File: src/sv/adpcm_nibble_decoder_defines.svh
// ---------------------------------------------------------------------------
// adpcm_nibble_decoder_defines.svh
// Assertion macros shared by the ADPCM nibble decoder RTL.
// ---------------------------------------------------------------------------
`ifndef ADPCM_NIBBLE_DECODER_DEFINES_SVH
`define ADPCM_NIBBLE_DECODER_DEFINES_SVH

`ifndef SYNTHESIS

// Same-cycle implication, checked on every rising clock edge out of reset
`define ADPCM_ASSERT_IMPL(name, clk_sig, rst_n_sig, ante, cons) \
	name: assert property (@(posedge clk_sig) disable iff (!rst_n_sig) \
		(ante) |-> (cons)) else $error("ADPCM assertion failed");

// Next-cycle implication, checked on every rising clock edge out of reset
`define ADPCM_ASSERT_NEXT(name, clk_sig, rst_n_sig, ante, cons) \
	name: assert property (@(posedge clk_sig) disable iff (!rst_n_sig) \
		(ante) |=> (cons)) else $error("ADPCM assertion failed");

`else

`define ADPCM_ASSERT_IMPL(name, clk_sig, rst_n_sig, ante, cons)
`define ADPCM_ASSERT_NEXT(name, clk_sig, rst_n_sig, ante, cons)

`endif

`endif

File: src/sv/adpcm_pkg.sv
// ---------------------------------------------------------------------------
// adpcm_pkg
// Types, limits and tables of the 4-bit ADPCM nibble decoder.
// ---------------------------------------------------------------------------
package adpcm_pkg;

	typedef logic signed [11:0] sample_t;
	typedef logic [5:0]         step_idx_t;
	typedef logic [3:0]         code_t;
	typedef logic [10:0]        step_t;

	localparam int         STEP_COUNT = 49;
	localparam step_idx_t  IDX_MAX    = 6'd48;
	localparam sample_t    PRED_MIN   = 12'sh800;
	localparam sample_t    PRED_MAX   = 12'sh7FF;

	// Step sizes, floor(16 * 1.1^n)
	localparam step_t STEP_ROM [0:STEP_COUNT-1] = '{
		11'd16,   11'd17,   11'd19,   11'd21,   11'd23,   11'd25,   11'd28,
		11'd31,   11'd34,   11'd37,   11'd41,   11'd45,   11'd50,   11'd55,
		11'd60,   11'd66,   11'd73,   11'd80,   11'd88,   11'd97,   11'd107,
		11'd118,  11'd130,  11'd143,  11'd157,  11'd173,  11'd190,  11'd209,
		11'd230,  11'd253,  11'd279,  11'd307,  11'd337,  11'd371,  11'd408,
		11'd449,  11'd494,  11'd544,  11'd598,  11'd658,  11'd724,  11'd796,
		11'd876,  11'd963,  11'd1060, 11'd1166, 11'd1282, 11'd1411, 11'd1552
	};

	// Step index adjustment, selected by the three magnitude bits
	localparam logic signed [4:0] INDEX_MOVE [0:7] = '{
		-5'sd1, -5'sd1, -5'sd1, -5'sd1, 5'sd2, 5'sd4, 5'sd6, 5'sd8
	};

	// Look up the step size; indexes past the table end read the last entry
	function automatic step_t step_size(input step_idx_t idx);
		step_idx_t sel;
		sel = (idx > IDX_MAX) ? IDX_MAX : idx;
		return STEP_ROM[sel];
	endfunction

endpackage

File: src/sv/adpcm_nibble_decoder.sv
// ---------------------------------------------------------------------------
// adpcm_nibble_decoder
// OKI-style 4-bit ADPCM decoder, one packed byte in, two samples out.
// ---------------------------------------------------------------------------
// Each request carries one byte; the low nibble is decoded first and the high
// nibble second, giving two results per request, the second marked by last.
// The byte is held in an input register and one nibble is decoded per cycle
// into an output register, so the block sustains one result per cycle while
// the output is not stalled. A new request is taken in the cycle its
// predecessor's high nibble moves to the output register, and a finished
// result may wait on a stalled output while the next byte is already held.
// A request's first result passes through the input register and then the
// output register. restart clears the predictor and the step index before
// the low nibble of that byte is decoded.
// ---------------------------------------------------------------------------
`include "adpcm_nibble_decoder_defines.svh"

module adpcm_nibble_decoder (
	input  logic                 clk,
	input  logic                 arst_n,
	// request channel
	input  logic                 in_valid,
	output logic                 in_stall,
	input  logic [7:0]           data_byte,
	input  logic                 restart,
	// result channel
	output logic                 out_valid,
	input  logic                 out_stall,
	output adpcm_pkg::sample_t   sample,
	output adpcm_pkg::step_idx_t step_position,
	output logic                 last
);

	// input stage
	logic                 valid_s1;
	logic [7:0]           byte_s1;
	logic                 restart_s1;
	logic                 phase_q;

	// decoder state
	adpcm_pkg::sample_t   predictor_q;
	adpcm_pkg::step_idx_t step_index_q;

	// output register
	logic                 out_valid_q;
	adpcm_pkg::sample_t   sample_q;
	adpcm_pkg::step_idx_t step_position_q;
	logic                 last_q;

	logic                 fire;
	logic                 in_acc;
	logic                 clear_src;
	adpcm_pkg::sample_t   src_pred;
	adpcm_pkg::step_idx_t src_idx;
	adpcm_pkg::code_t     code;
	adpcm_pkg::sample_t   pred_next;
	adpcm_pkg::step_idx_t idx_next;

	// Advance one nibble when the output register is free or being drained
	assign fire     = valid_s1 && (!out_valid_q || !out_stall);
	assign in_stall = valid_s1 && !(fire && phase_q);
	assign in_acc   = in_valid && !in_stall;

	// Select the nibble and the starting state, cleared on restart
	assign clear_src = restart_s1 && !phase_q;
	assign src_pred  = clear_src ? '0 : predictor_q;
	assign src_idx   = clear_src ? '0 : step_index_q;
	assign code      = phase_q ? byte_s1[7:4] : byte_s1[3:0];

	adpcm_nibble u_nibble (
		.pred      (src_pred),
		.idx       (src_idx),
		.code      (code),
		.pred_next (pred_next),
		.idx_next  (idx_next)
	);

	// Hold the request byte and track which nibble is next
	always_ff @(posedge clk or negedge arst_n) begin
		if (!arst_n) begin
			valid_s1 <= 1'b0;
			phase_q  <= 1'b0;
		end else if (in_acc) begin
			valid_s1 <= 1'b1;
			phase_q  <= 1'b0;
		end else if (fire) begin
			valid_s1 <= !phase_q;
			phase_q  <= !phase_q;
		end
	end

	always_ff @(posedge clk) begin
		if (in_acc) begin
			byte_s1    <= data_byte;
			restart_s1 <= restart;
		end
	end

	// Update predictor and step index on each decoded nibble
	always_ff @(posedge clk or negedge arst_n) begin
		if (!arst_n) begin
			predictor_q  <= '0;
			step_index_q <= '0;
		end else if (fire) begin
			predictor_q  <= pred_next;
			step_index_q <= idx_next;
		end
	end

	// Load the result register, drop valid once the result is taken
	always_ff @(posedge clk or negedge arst_n) begin
		if (!arst_n) begin
			out_valid_q <= 1'b0;
		end else if (fire) begin
			out_valid_q <= 1'b1;
		end else if (!out_stall) begin
			out_valid_q <= 1'b0;
		end
	end

	always_ff @(posedge clk) begin
		if (fire) begin
			sample_q        <= pred_next;
			step_position_q <= idx_next;
			last_q          <= phase_q;
		end
	end

	assign out_valid     = out_valid_q;
	assign sample        = sample_q;
	assign step_position = step_position_q;
	assign last          = last_q;

	`ADPCM_ASSERT_IMPL(a_idx_range, clk, arst_n, 1'b1, step_index_q <= adpcm_pkg::IDX_MAX)
	`ADPCM_ASSERT_IMPL(a_accept_only_on_drain, clk, arst_n, in_acc && valid_s1, fire && phase_q)
	`ADPCM_ASSERT_NEXT(a_low_then_high, clk, arst_n, fire && !phase_q, valid_s1 && phase_q)
	`ADPCM_ASSERT_NEXT(a_state_holds, clk, arst_n, !fire, $stable(predictor_q) && $stable(step_index_q))
	`ADPCM_ASSERT_NEXT(a_last_marks_high, clk, arst_n, fire, out_valid_q && last_q == $past(phase_q))

endmodule

File: src/sv/adpcm_nibble.sv
// ---------------------------------------------------------------------------
// adpcm_nibble
// One ADPCM nibble update: step lookup, difference, saturating predictor
// and clamped step index adaptation.
// ---------------------------------------------------------------------------
module adpcm_nibble (
	input  adpcm_pkg::sample_t   pred,
	input  adpcm_pkg::step_idx_t idx,
	input  adpcm_pkg::code_t     code,
	output adpcm_pkg::sample_t   pred_next,
	output adpcm_pkg::step_idx_t idx_next
);

	adpcm_pkg::step_t   step;
	logic [11:0]        mag;
	logic signed [13:0] mag_s;
	logic signed [13:0] delta;
	logic signed [13:0] sum;
	logic signed [7:0]  idx_sum;

	// Build the difference magnitude from the step and the code bits
	always_comb begin
		step = adpcm_pkg::step_size(idx);
		mag  = 12'(step >> 3)
			+ (code[2] ? 12'(step) : 12'd0)
			+ (code[1] ? 12'(step >> 1) : 12'd0)
			+ (code[0] ? 12'(step >> 2) : 12'd0);
	end

	// Add the signed difference and saturate to the 12-bit range
	always_comb begin
		mag_s = $signed({2'b00, mag});
		delta = code[3] ? -mag_s : mag_s;
		sum   = $signed({{2{pred[11]}}, pred}) + delta;
		if (sum[13:11] == 3'b000 || sum[13:11] == 3'b111) begin
			pred_next = sum[11:0];
		end else if (sum[13]) begin
			pred_next = adpcm_pkg::PRED_MIN;
		end else begin
			pred_next = adpcm_pkg::PRED_MAX;
		end
	end

	// Move the step index and clamp it to the table
	always_comb begin
		idx_sum = $signed({2'b00, idx})
			+ 8'(adpcm_pkg::INDEX_MOVE[code[2:0]]);
		if (idx_sum[7]) begin
			idx_next = '0;
		end else if (idx_sum > $signed({2'b00, adpcm_pkg::IDX_MAX})) begin
			idx_next = adpcm_pkg::IDX_MAX;
		end else begin
			idx_next = idx_sum[5:0];
		end
	end

endmodule
File: config.mk
export PLATFORM = sky130hd
export DESIGN_NAME = adpcm_nibble_decoder
export DESIGN_NICKNAME = d
export VERILOG_FILES = /design/src/sv/adpcm_pkg.sv /design/src/sv/adpcm_nibble_decoder.sv /design/src/sv/adpcm_nibble.sv
export VERILOG_INCLUDE_DIRS = /design/src /design/src/sv
export SDC_FILE = /design/constraint.sdc
export NUM_CORES = 1
export LEC_CHECK = 0
export BUFFER_PORTS_ARGS = -buffer_cell sky130_fd_sc_hd__buf_2
export CORE_ASPECT_RATIO = 0.7
export CORE_UTILIZATION = 65
export CTS_BUF_LIST = sky130_fd_sc_hd__clkbuf_16
export DETAILED_ROUTE_END_ITERATION = 6
export GPL_TIMING_DRIVEN = 0
export HOLD_SLACK_MARGIN = 0.02
export PLACE_DENSITY_LB_ADDON = 0.2
export SETUP_SLACK_MARGIN = 0.4
export SLEW_MARGIN = 15
export SYNTH_ARGS = -nofsm -noshare
export SYNTH_HDL_FRONTEND = slang
export SYNTH_SLANG_ARGS = --single-unit
File: constraint.sdc
create_clock -name clk -period 20.6 [get_ports clk]
set_input_delay 3.09 -clock clk [delete_from_list [all_inputs] [get_ports clk]]
set_output_delay 3.09 -clock clk [all_outputs]
set_load 0.005 [all_outputs]
==> impl_metrics.ini, run 1 <==
[synthesis]
post_synth_mux_area_share = 0.0285
main_combinational_cell_family_by_area_after_synthesis = compound AO/OA/AOI/OAI gates
synth.cell_area_sq_um = 5190
post-synth-top-area-fraction = 0.162
synth-seq-cells = 49
synth-async-reset-ratio = 0.429
xor_and_xnor_area_share_after_synthesis = 0.0620
synth_compound_gate_area_share = 0.227
cells_taking_the_most_area_after_synthesis = sky130_fd_sc_hd__edfxtp_1, sky130_fd_sc_hd__ha_1, sky130_fd_sc_hd__dfrtp_1
synth_simple_gate_area_share = 0.181
postSynthCellCount = 595
syn-mean-instance-area_sq_um = 8.72
yosys_most_used_dff = sky130_fd_sc_hd__edfxtp_1
synth.largest_area_cell = sky130_fd_sc_hd__edfxtp_1
count_of_synthesis_stage_warnings_from_yosys = 0
synth_seq_area_share = 0.263
mappedNetlistNets = 672
synth_cell_types = 75
synth_adder_area_share = 0.182
synth_enable_flop_cells = 28

[setup_path]
timing.critical_path.max_delay_family = compound AO/OA/AOI/OAI gates
critical-path-slowest-cell = sky130_fd_sc_hd__o21ai_0
critical_path_buf_inv_count = 4
critical-path-max-stage-delay_ns = 0.60
worstPathArrival_ns = 9.46
setup.worst_path.start_class = flop
reg2reg_slack_ns = 11.25
criticalPathCategory = reg2reg
critical_path.endpoint_type = flop
timing.critical_path.fanout_max = 10
worstReg2RegStart = phase_q$_DFFE_PN0P_
timing.rr.end = sample[9]$_DFFE_PP_
worst_path_most_repeated_cell = sky130_fd_sc_hd__a21oi_1
timing.critical_path.required_ns = 20.71
reg2reg_depth = 33

[placed_design]
placedInstanceArea_sq_um = 5480
dp_hpwl_um = 11000
gp_routability_congestion = 0.966
port_buffers = 33

[route]
route.detailed.vias_per_inst = 6.60
drt_total_wl_um = 14100
ant_nets = 0
drt_first_pass_iters = 5
avgRoutedWirePerCell_um = 19.2
post-route-drc-count = 0
routed_via_count = 4845
initial_drc_count = 449

[worst_hold_path]
worstHoldPathCells = 0
timing.hold.worst_endpoint = last$_DFFE_PP_
hold_path_startpoint = phase_q$_DFFE_PN0P_
worstHoldPathType = reg2reg

[sta]
slew_headroom = 0.268
setup-tns-final_ns = 0
final_count_of_negative_setup_slack_endpoints = 0
final_period_minus_worst_setup_slack_ns = 9.35
finalClockSkew_ns = 0.00708
slew_violations = 0
grt_setup_unrepaired = false
report.final.hold_viol_count = 0
maxClockFrequency_ghz = 0.107
finalCritPeriodShare = 0.454
max_slew.worst_pin.slew_ns = 1.10

[global_routing]
grt-ovfl-total = 0
grt_start_max_net_pins = 24
number_of_antenna_violations_at_the_first_check_in_global_routing = 0
grt_util_all_layers = 0.360
grt_pass1_vias = 4532
grt_first_pass_wirelength_um = 23100

[cts]
cts-buffers-inserted = 5
post_cts_resized = 0
clkTransAtPathRegs_ns = 0.07
ctsHtreeMaxLevel = 2
cts.repair_timing.setup_buffer_count = 0
cts_tree = built
root_buffer = sky130_fd_sc_hd__clkbuf_16
cts_num_sinks = 49
clock_path_buffers = 2
cts.hold.buffers_added = 0
clkLatencyLatePin_ns = 0.30

[die]
die_outline_area_sq_um = 8350
start_util = 0.690
coreArea_sq_um = 7510
design.portCount = 34
dieWidth_um = 109
die_height_um = 76.7
rows = 26

[layout]
antennaDiodeCount = 0
fillCellCount = 558
final_net_count = 712
layout-area-overhead-vs-synth_pct = 8.37
post_route_cells_drive_above_1_share = 0.123
post_layout_inst_area_sq_um = 5620

[run]
timing.max_cap.violations = 0

[run_status]
status = complete, no violations
-- worst register-to-register path, delay by kind of cell (launching register included) --
kind	cells	cell delay (ns)
buffers and inverters	4	0.49
and+or+nand+nor	8	1.96
AOI/OAI and AO/OA	11	2.89
xor gates and xnor gates	3	0.78
muxes	1	0.21
adders and majority gates	6	2.47
DFF	1	0.37
-- state kept, by name, indices dropped and copies added (netlist names) --
register / flops
predictor_q: 12
sample: 12
byte_s1: 8
step_index_q: 6
step_position: 6
last: 1
out_valid: 1
phase_q: 1
restart_s1: 1
valid_s1: 1
-- placed cells by master, fill, tap and decap left out, types with 7 or more instances in the layout --
master                     count
sky130_fd_sc_hd__nand2_1      52
sky130_fd_sc_hd__buf_2        34
sky130_fd_sc_hd__a221o_1       9
sky130_fd_sc_hd__a211oi_1     11
sky130_fd_sc_hd__edfxtp_1     28
sky130_fd_sc_hd__clkbuf_1     19
sky130_fd_sc_hd__o21ai_0      38
sky130_fd_sc_hd__o21bai_1      8
sky130_fd_sc_hd__fa_1         19
sky130_fd_sc_hd__nor3_1       12
sky130_fd_sc_hd__xnor2_1      16
sky130_fd_sc_hd__a31oi_1      12
sky130_fd_sc_hd__ha_1         45
sky130_fd_sc_hd__a21oi_1      38
sky130_fd_sc_hd__o211ai_1      8
sky130_fd_sc_hd__inv_1        35
sky130_fd_sc_hd__and2_1       17
sky130_fd_sc_hd__mux2i_1       8
sky130_fd_sc_hd__dfrtp_1      21
sky130_fd_sc_hd__nand2b_1      8
sky130_fd_sc_hd__xor2_1       17
sky130_fd_sc_hd__nor2_1       70
sky130_fd_sc_hd__nor2b_1       7
-- metal layers --
layer | wire (um) | track usage
met4 | 270 | 0.0811
met1 | 6350 | 0.536
met5 | 0 | 0
met2 | 6050 | 0.530
met3 | 1410 | 0.0816
-- cells by family (layout without fill, tap and decap cells) --
group                      after synthesis  in the layout
muxes                                   14             14
AOI/OAI and AO/OA                      172            172
and+or+nand+nor                        198            198
xor gates and xnor gates                35             35
adders and majority gates               64             64
DFF                                     49             49
buffers and inverters                   63            104
-- cells in the mapped netlist, drive strengths merged (9+ instances only) --
cell type and n:
dfrtp 21, nor2 70, nor3 13, a31oi 12, clkbuf 20, ha 45, o21ai 39, and2 18
a221o 9, xnor2 16, inv 35, fa 19, xor2 19, nand2 52, edfxtp 28, a211oi 12
a21oi 40
-- cell type report --
cell class	instances	area, sq um	area share
multi-input combinational	483	3530	0.628
timing repair buffer	33	165	0.0294
sequential	49	1370	0.243
clock buffer	5	125	0.0223
buffer	27	154	0.0274
inverter	36	135	0.0240
tap	98	123	0.0218
clock inverter	3	21.3	0.00378
-- how the worst max path moves through the flow --
stage	slack [ns]	to	from	cells past startpoint
global route	10.68	sample[9]$_DFFE_PP_	step_index_q[4]$_DFFE_PN0P_	32
global placement	11.73	sample[9]$_DFFE_PP_	phase_q$_DFFE_PN0P_	33
finish	11.25	sample[9]$_DFFE_PP_	phase_q$_DFFE_PN0P_	33
floorplan	12.95	predictor_q[10]$_DFFE_PN0P_	phase_q$_DFFE_PN0P_	33
detailed placement	11.43	sample[9]$_DFFE_PP_	phase_q$_DFFE_PN0P_	33
CTS	11.39	sample[9]$_DFFE_PP_	phase_q$_DFFE_PN0P_	33
-- per-stage QoR --
step	utilization	setup slack, ns	std cells	hold WS [ns]
3_5_place_dp	0.729	11.43	726	0.467
3_3_place_gp	0.729	11.73	726	0.443
5_1_grt	0.748	10.68	734	0.487
4_1_cts	0.748	11.39	734	0.483
2_1_floorplan	-	12.95	595	0.441
6_report	0.748	11.25	734	0.484
Power of run 1 is not shown: default switching activity piles up to over one toggle a cycle in this logic, so the estimate is an artifact.
==> inputs of run 2 (changes only) <==
CORE_UTILIZATION = 57   (was 65)
clock period = 7.93 ns   (was 20.6 ns; I/O delays follow)
==> run 2 against run 1 <==
Utilization fell by 1.6 points. Critical path depth fell by 1. Hold slack improved by 0.016 ns. Final cell count rose by 6.8%. Sequential share of layout area fell by 2.7 points. Worst setup slack got worse by 11 ns. Clock skew fell by 0.0025 ns. Flip-flop and latch count did not move. Via count rose by 1.3%. Maximum frequency rose by 21%. Routed wire length rose by 6.3%. Register-to-register slack got worse by 11 ns. Highest routed layer unchanged.
==> impl_metrics.ini, run 2 (synthesis gave the netlist of run 1 again) <==
[sta]
final_period_minus_worst_setup_slack_ns = 7.72
finalClockSkew_ns = 0.00457
slew_violations = 0
grt_setup_unrepaired = true
slew_headroom = 0.307
maxClockFrequency_ghz = 0.130
finalCritPeriodShare = 0.973
max_slew.worst_pin.slew_ns = 1.01
report.final.hold_viol_count = 0
setup_ws_post_layout_ns = 0.213
final_count_of_negative_setup_slack_endpoints = 0

[global_routing]
grt_util_all_layers = 0.306
grt_pass1_vias = 4253
grt_start_max_net_pins = 24
number_of_antenna_violations_at_the_first_check_in_global_routing = 0
grt_first_pass_wirelength_um = 22100
grt-ovfl-total = 0

[cts]
cts_num_sinks = 49
ctsHtreeMaxLevel = 2
cts_tree = built
cts-buffers-inserted = 5
clock_path_buffers = 2
clkLatencyLatePin_ns = 0.29
clkTransAtPathRegs_ns = 0.07
cts.hold.buffers_added = 0
root_buffer = sky130_fd_sc_hd__clkbuf_16

[layout]
layout-area-overhead-vs-synth_pct = 22.2
final_net_count = 740
stdcell_count = 784
antennaDiodeCount = 0
final_core_util = 0.733
layout.cells.most_common = sky130_fd_sc_hd__nor2_1
final_cell_mix = sky130_fd_sc_hd__nor2_1, sky130_fd_sc_hd__nand2_1, sky130_fd_sc_hd__ha_1
post_layout_inst_area_sq_um = 6340
post_route_cells_drive_above_1_share = 0.261

[worst_hold_path]
worstHoldPathCells = 0
worstHoldPathType = reg2reg

[placed_design]
port_buffers = 33
placedInstanceArea_sq_um = 5510
place_inst = 748
place_worst_setup_slack_ns = -0.773
gp_routability_congestion = 0.954
dp_hpwl_um = 10300

[setup_path]
cp.depth = 32
critical_path_buf_inv_count = 5
timing.critical_path.fanout_max = 7
timing.critical_path.max_delay_family = adder cells
critical_path.endpoint_type = flop
worstPathArrival_ns = 7.94
criticalPathCategory = reg2reg
setup.worst_path.start_class = flop
timing.critical_path.required_ns = 8.16
critical-path-max-stage-delay_ns = 0.55
reg2reg_depth = 32
critical-path-slowest-cell = sky130_fd_sc_hd__fa_1

[route]
ant_nets = 0
avgRoutedWirePerCell_um = 19.1
routed_via_count = 4910
drt_total_wl_um = 15000
initial_drc_count = 516
route.detailed.vias_per_inst = 6.26
post-route-drc-count = 0
drt_first_pass_iters = 7

[die]
design.portCount = 34
coreArea_sq_um = 8650
rows = 28
die_outline_area_sq_um = 9490
die_height_um = 81.8
dieWidth_um = 116
start_util = 0.599

[run]
timing.max_cap.violations = 0

[run_status]
status = complete, no violations
[run 2: per-layer routing]
metal,share of wire,track usage,vias up
li1,-,-,2280
met1,0.45,0.455,2322
met2,0.42,0.446,276
met3,0.10,0.0753,32
met4,0.020,0.0641,0
met5,0,0,-
[run 2: area by class of cell]
type / instances / area (sq um)
Multi-Input combinational cell: 483 / 3950
Fill cell: 608 / 2310
Sequential cell: 49 / 1370
Timing Repair Buffer: 61 / 397
Buffer: 27 / 190
Tap cell: 120 / 150
Inverter: 36 / 143
Clock buffer: 5 / 125
Clock inverter: 3 / 17.5
[run 2: final timing paths]
check | from | end | slack, ns
worst min register to register | phase_q$_DFFE_PN0P_ | last$_DFFE_PP_ | 0.50
worst min-delay path | phase_q$_DFFE_PN0P_ | last$_DFFE_PP_ | 0.50
max in group asynchronous | arst_n | predictor_q[3]$_DFFE_PN0P_ | 6.73
worst max register to register | phase_q$_DFFE_PN0P_ | predictor_q[4]$_DFFE_PN0P_ | 0.21
min in group asynchronous | arst_n | step_index_q[4]$_DFFE_PN0P_ | 0.86
worst max-delay path | phase_q$_DFFE_PN0P_ | predictor_q[4]$_DFFE_PN0P_ | 0.21
[run 2: what timing repair did]
item | 4_1_cts | 5_1_grt
setup buffers | 10 | 17
setup endpoints to repair | 24 | 24
cloned | 0 | 1
pin swaps | 14 | 32
gates resized for setup | 49 | 81
[run 2: stage by stage]
step | TNS [ns] | hold slack [ns]
after global routing | 0 | 0.510
after floorplan | 0 | 0.441
after global placement | -14.24 | 0.445
after detailed placement | -15.79 | 0.457
after CTS | 0 | 0.472
final | 0 | 0.500
[run 2: worst register-to-register path: cells and delay by family (launching register included)]
kind            cells  cell delay, ns
compound gates     10            2.06
xor+xnor            1            0.19
fa+ha+maj           6            2.28
buf+inv             5            0.45
flops               1            0.40
mux                 1            0.29
simple gates        9            1.98
Power of run 2 is left out for the same reason.
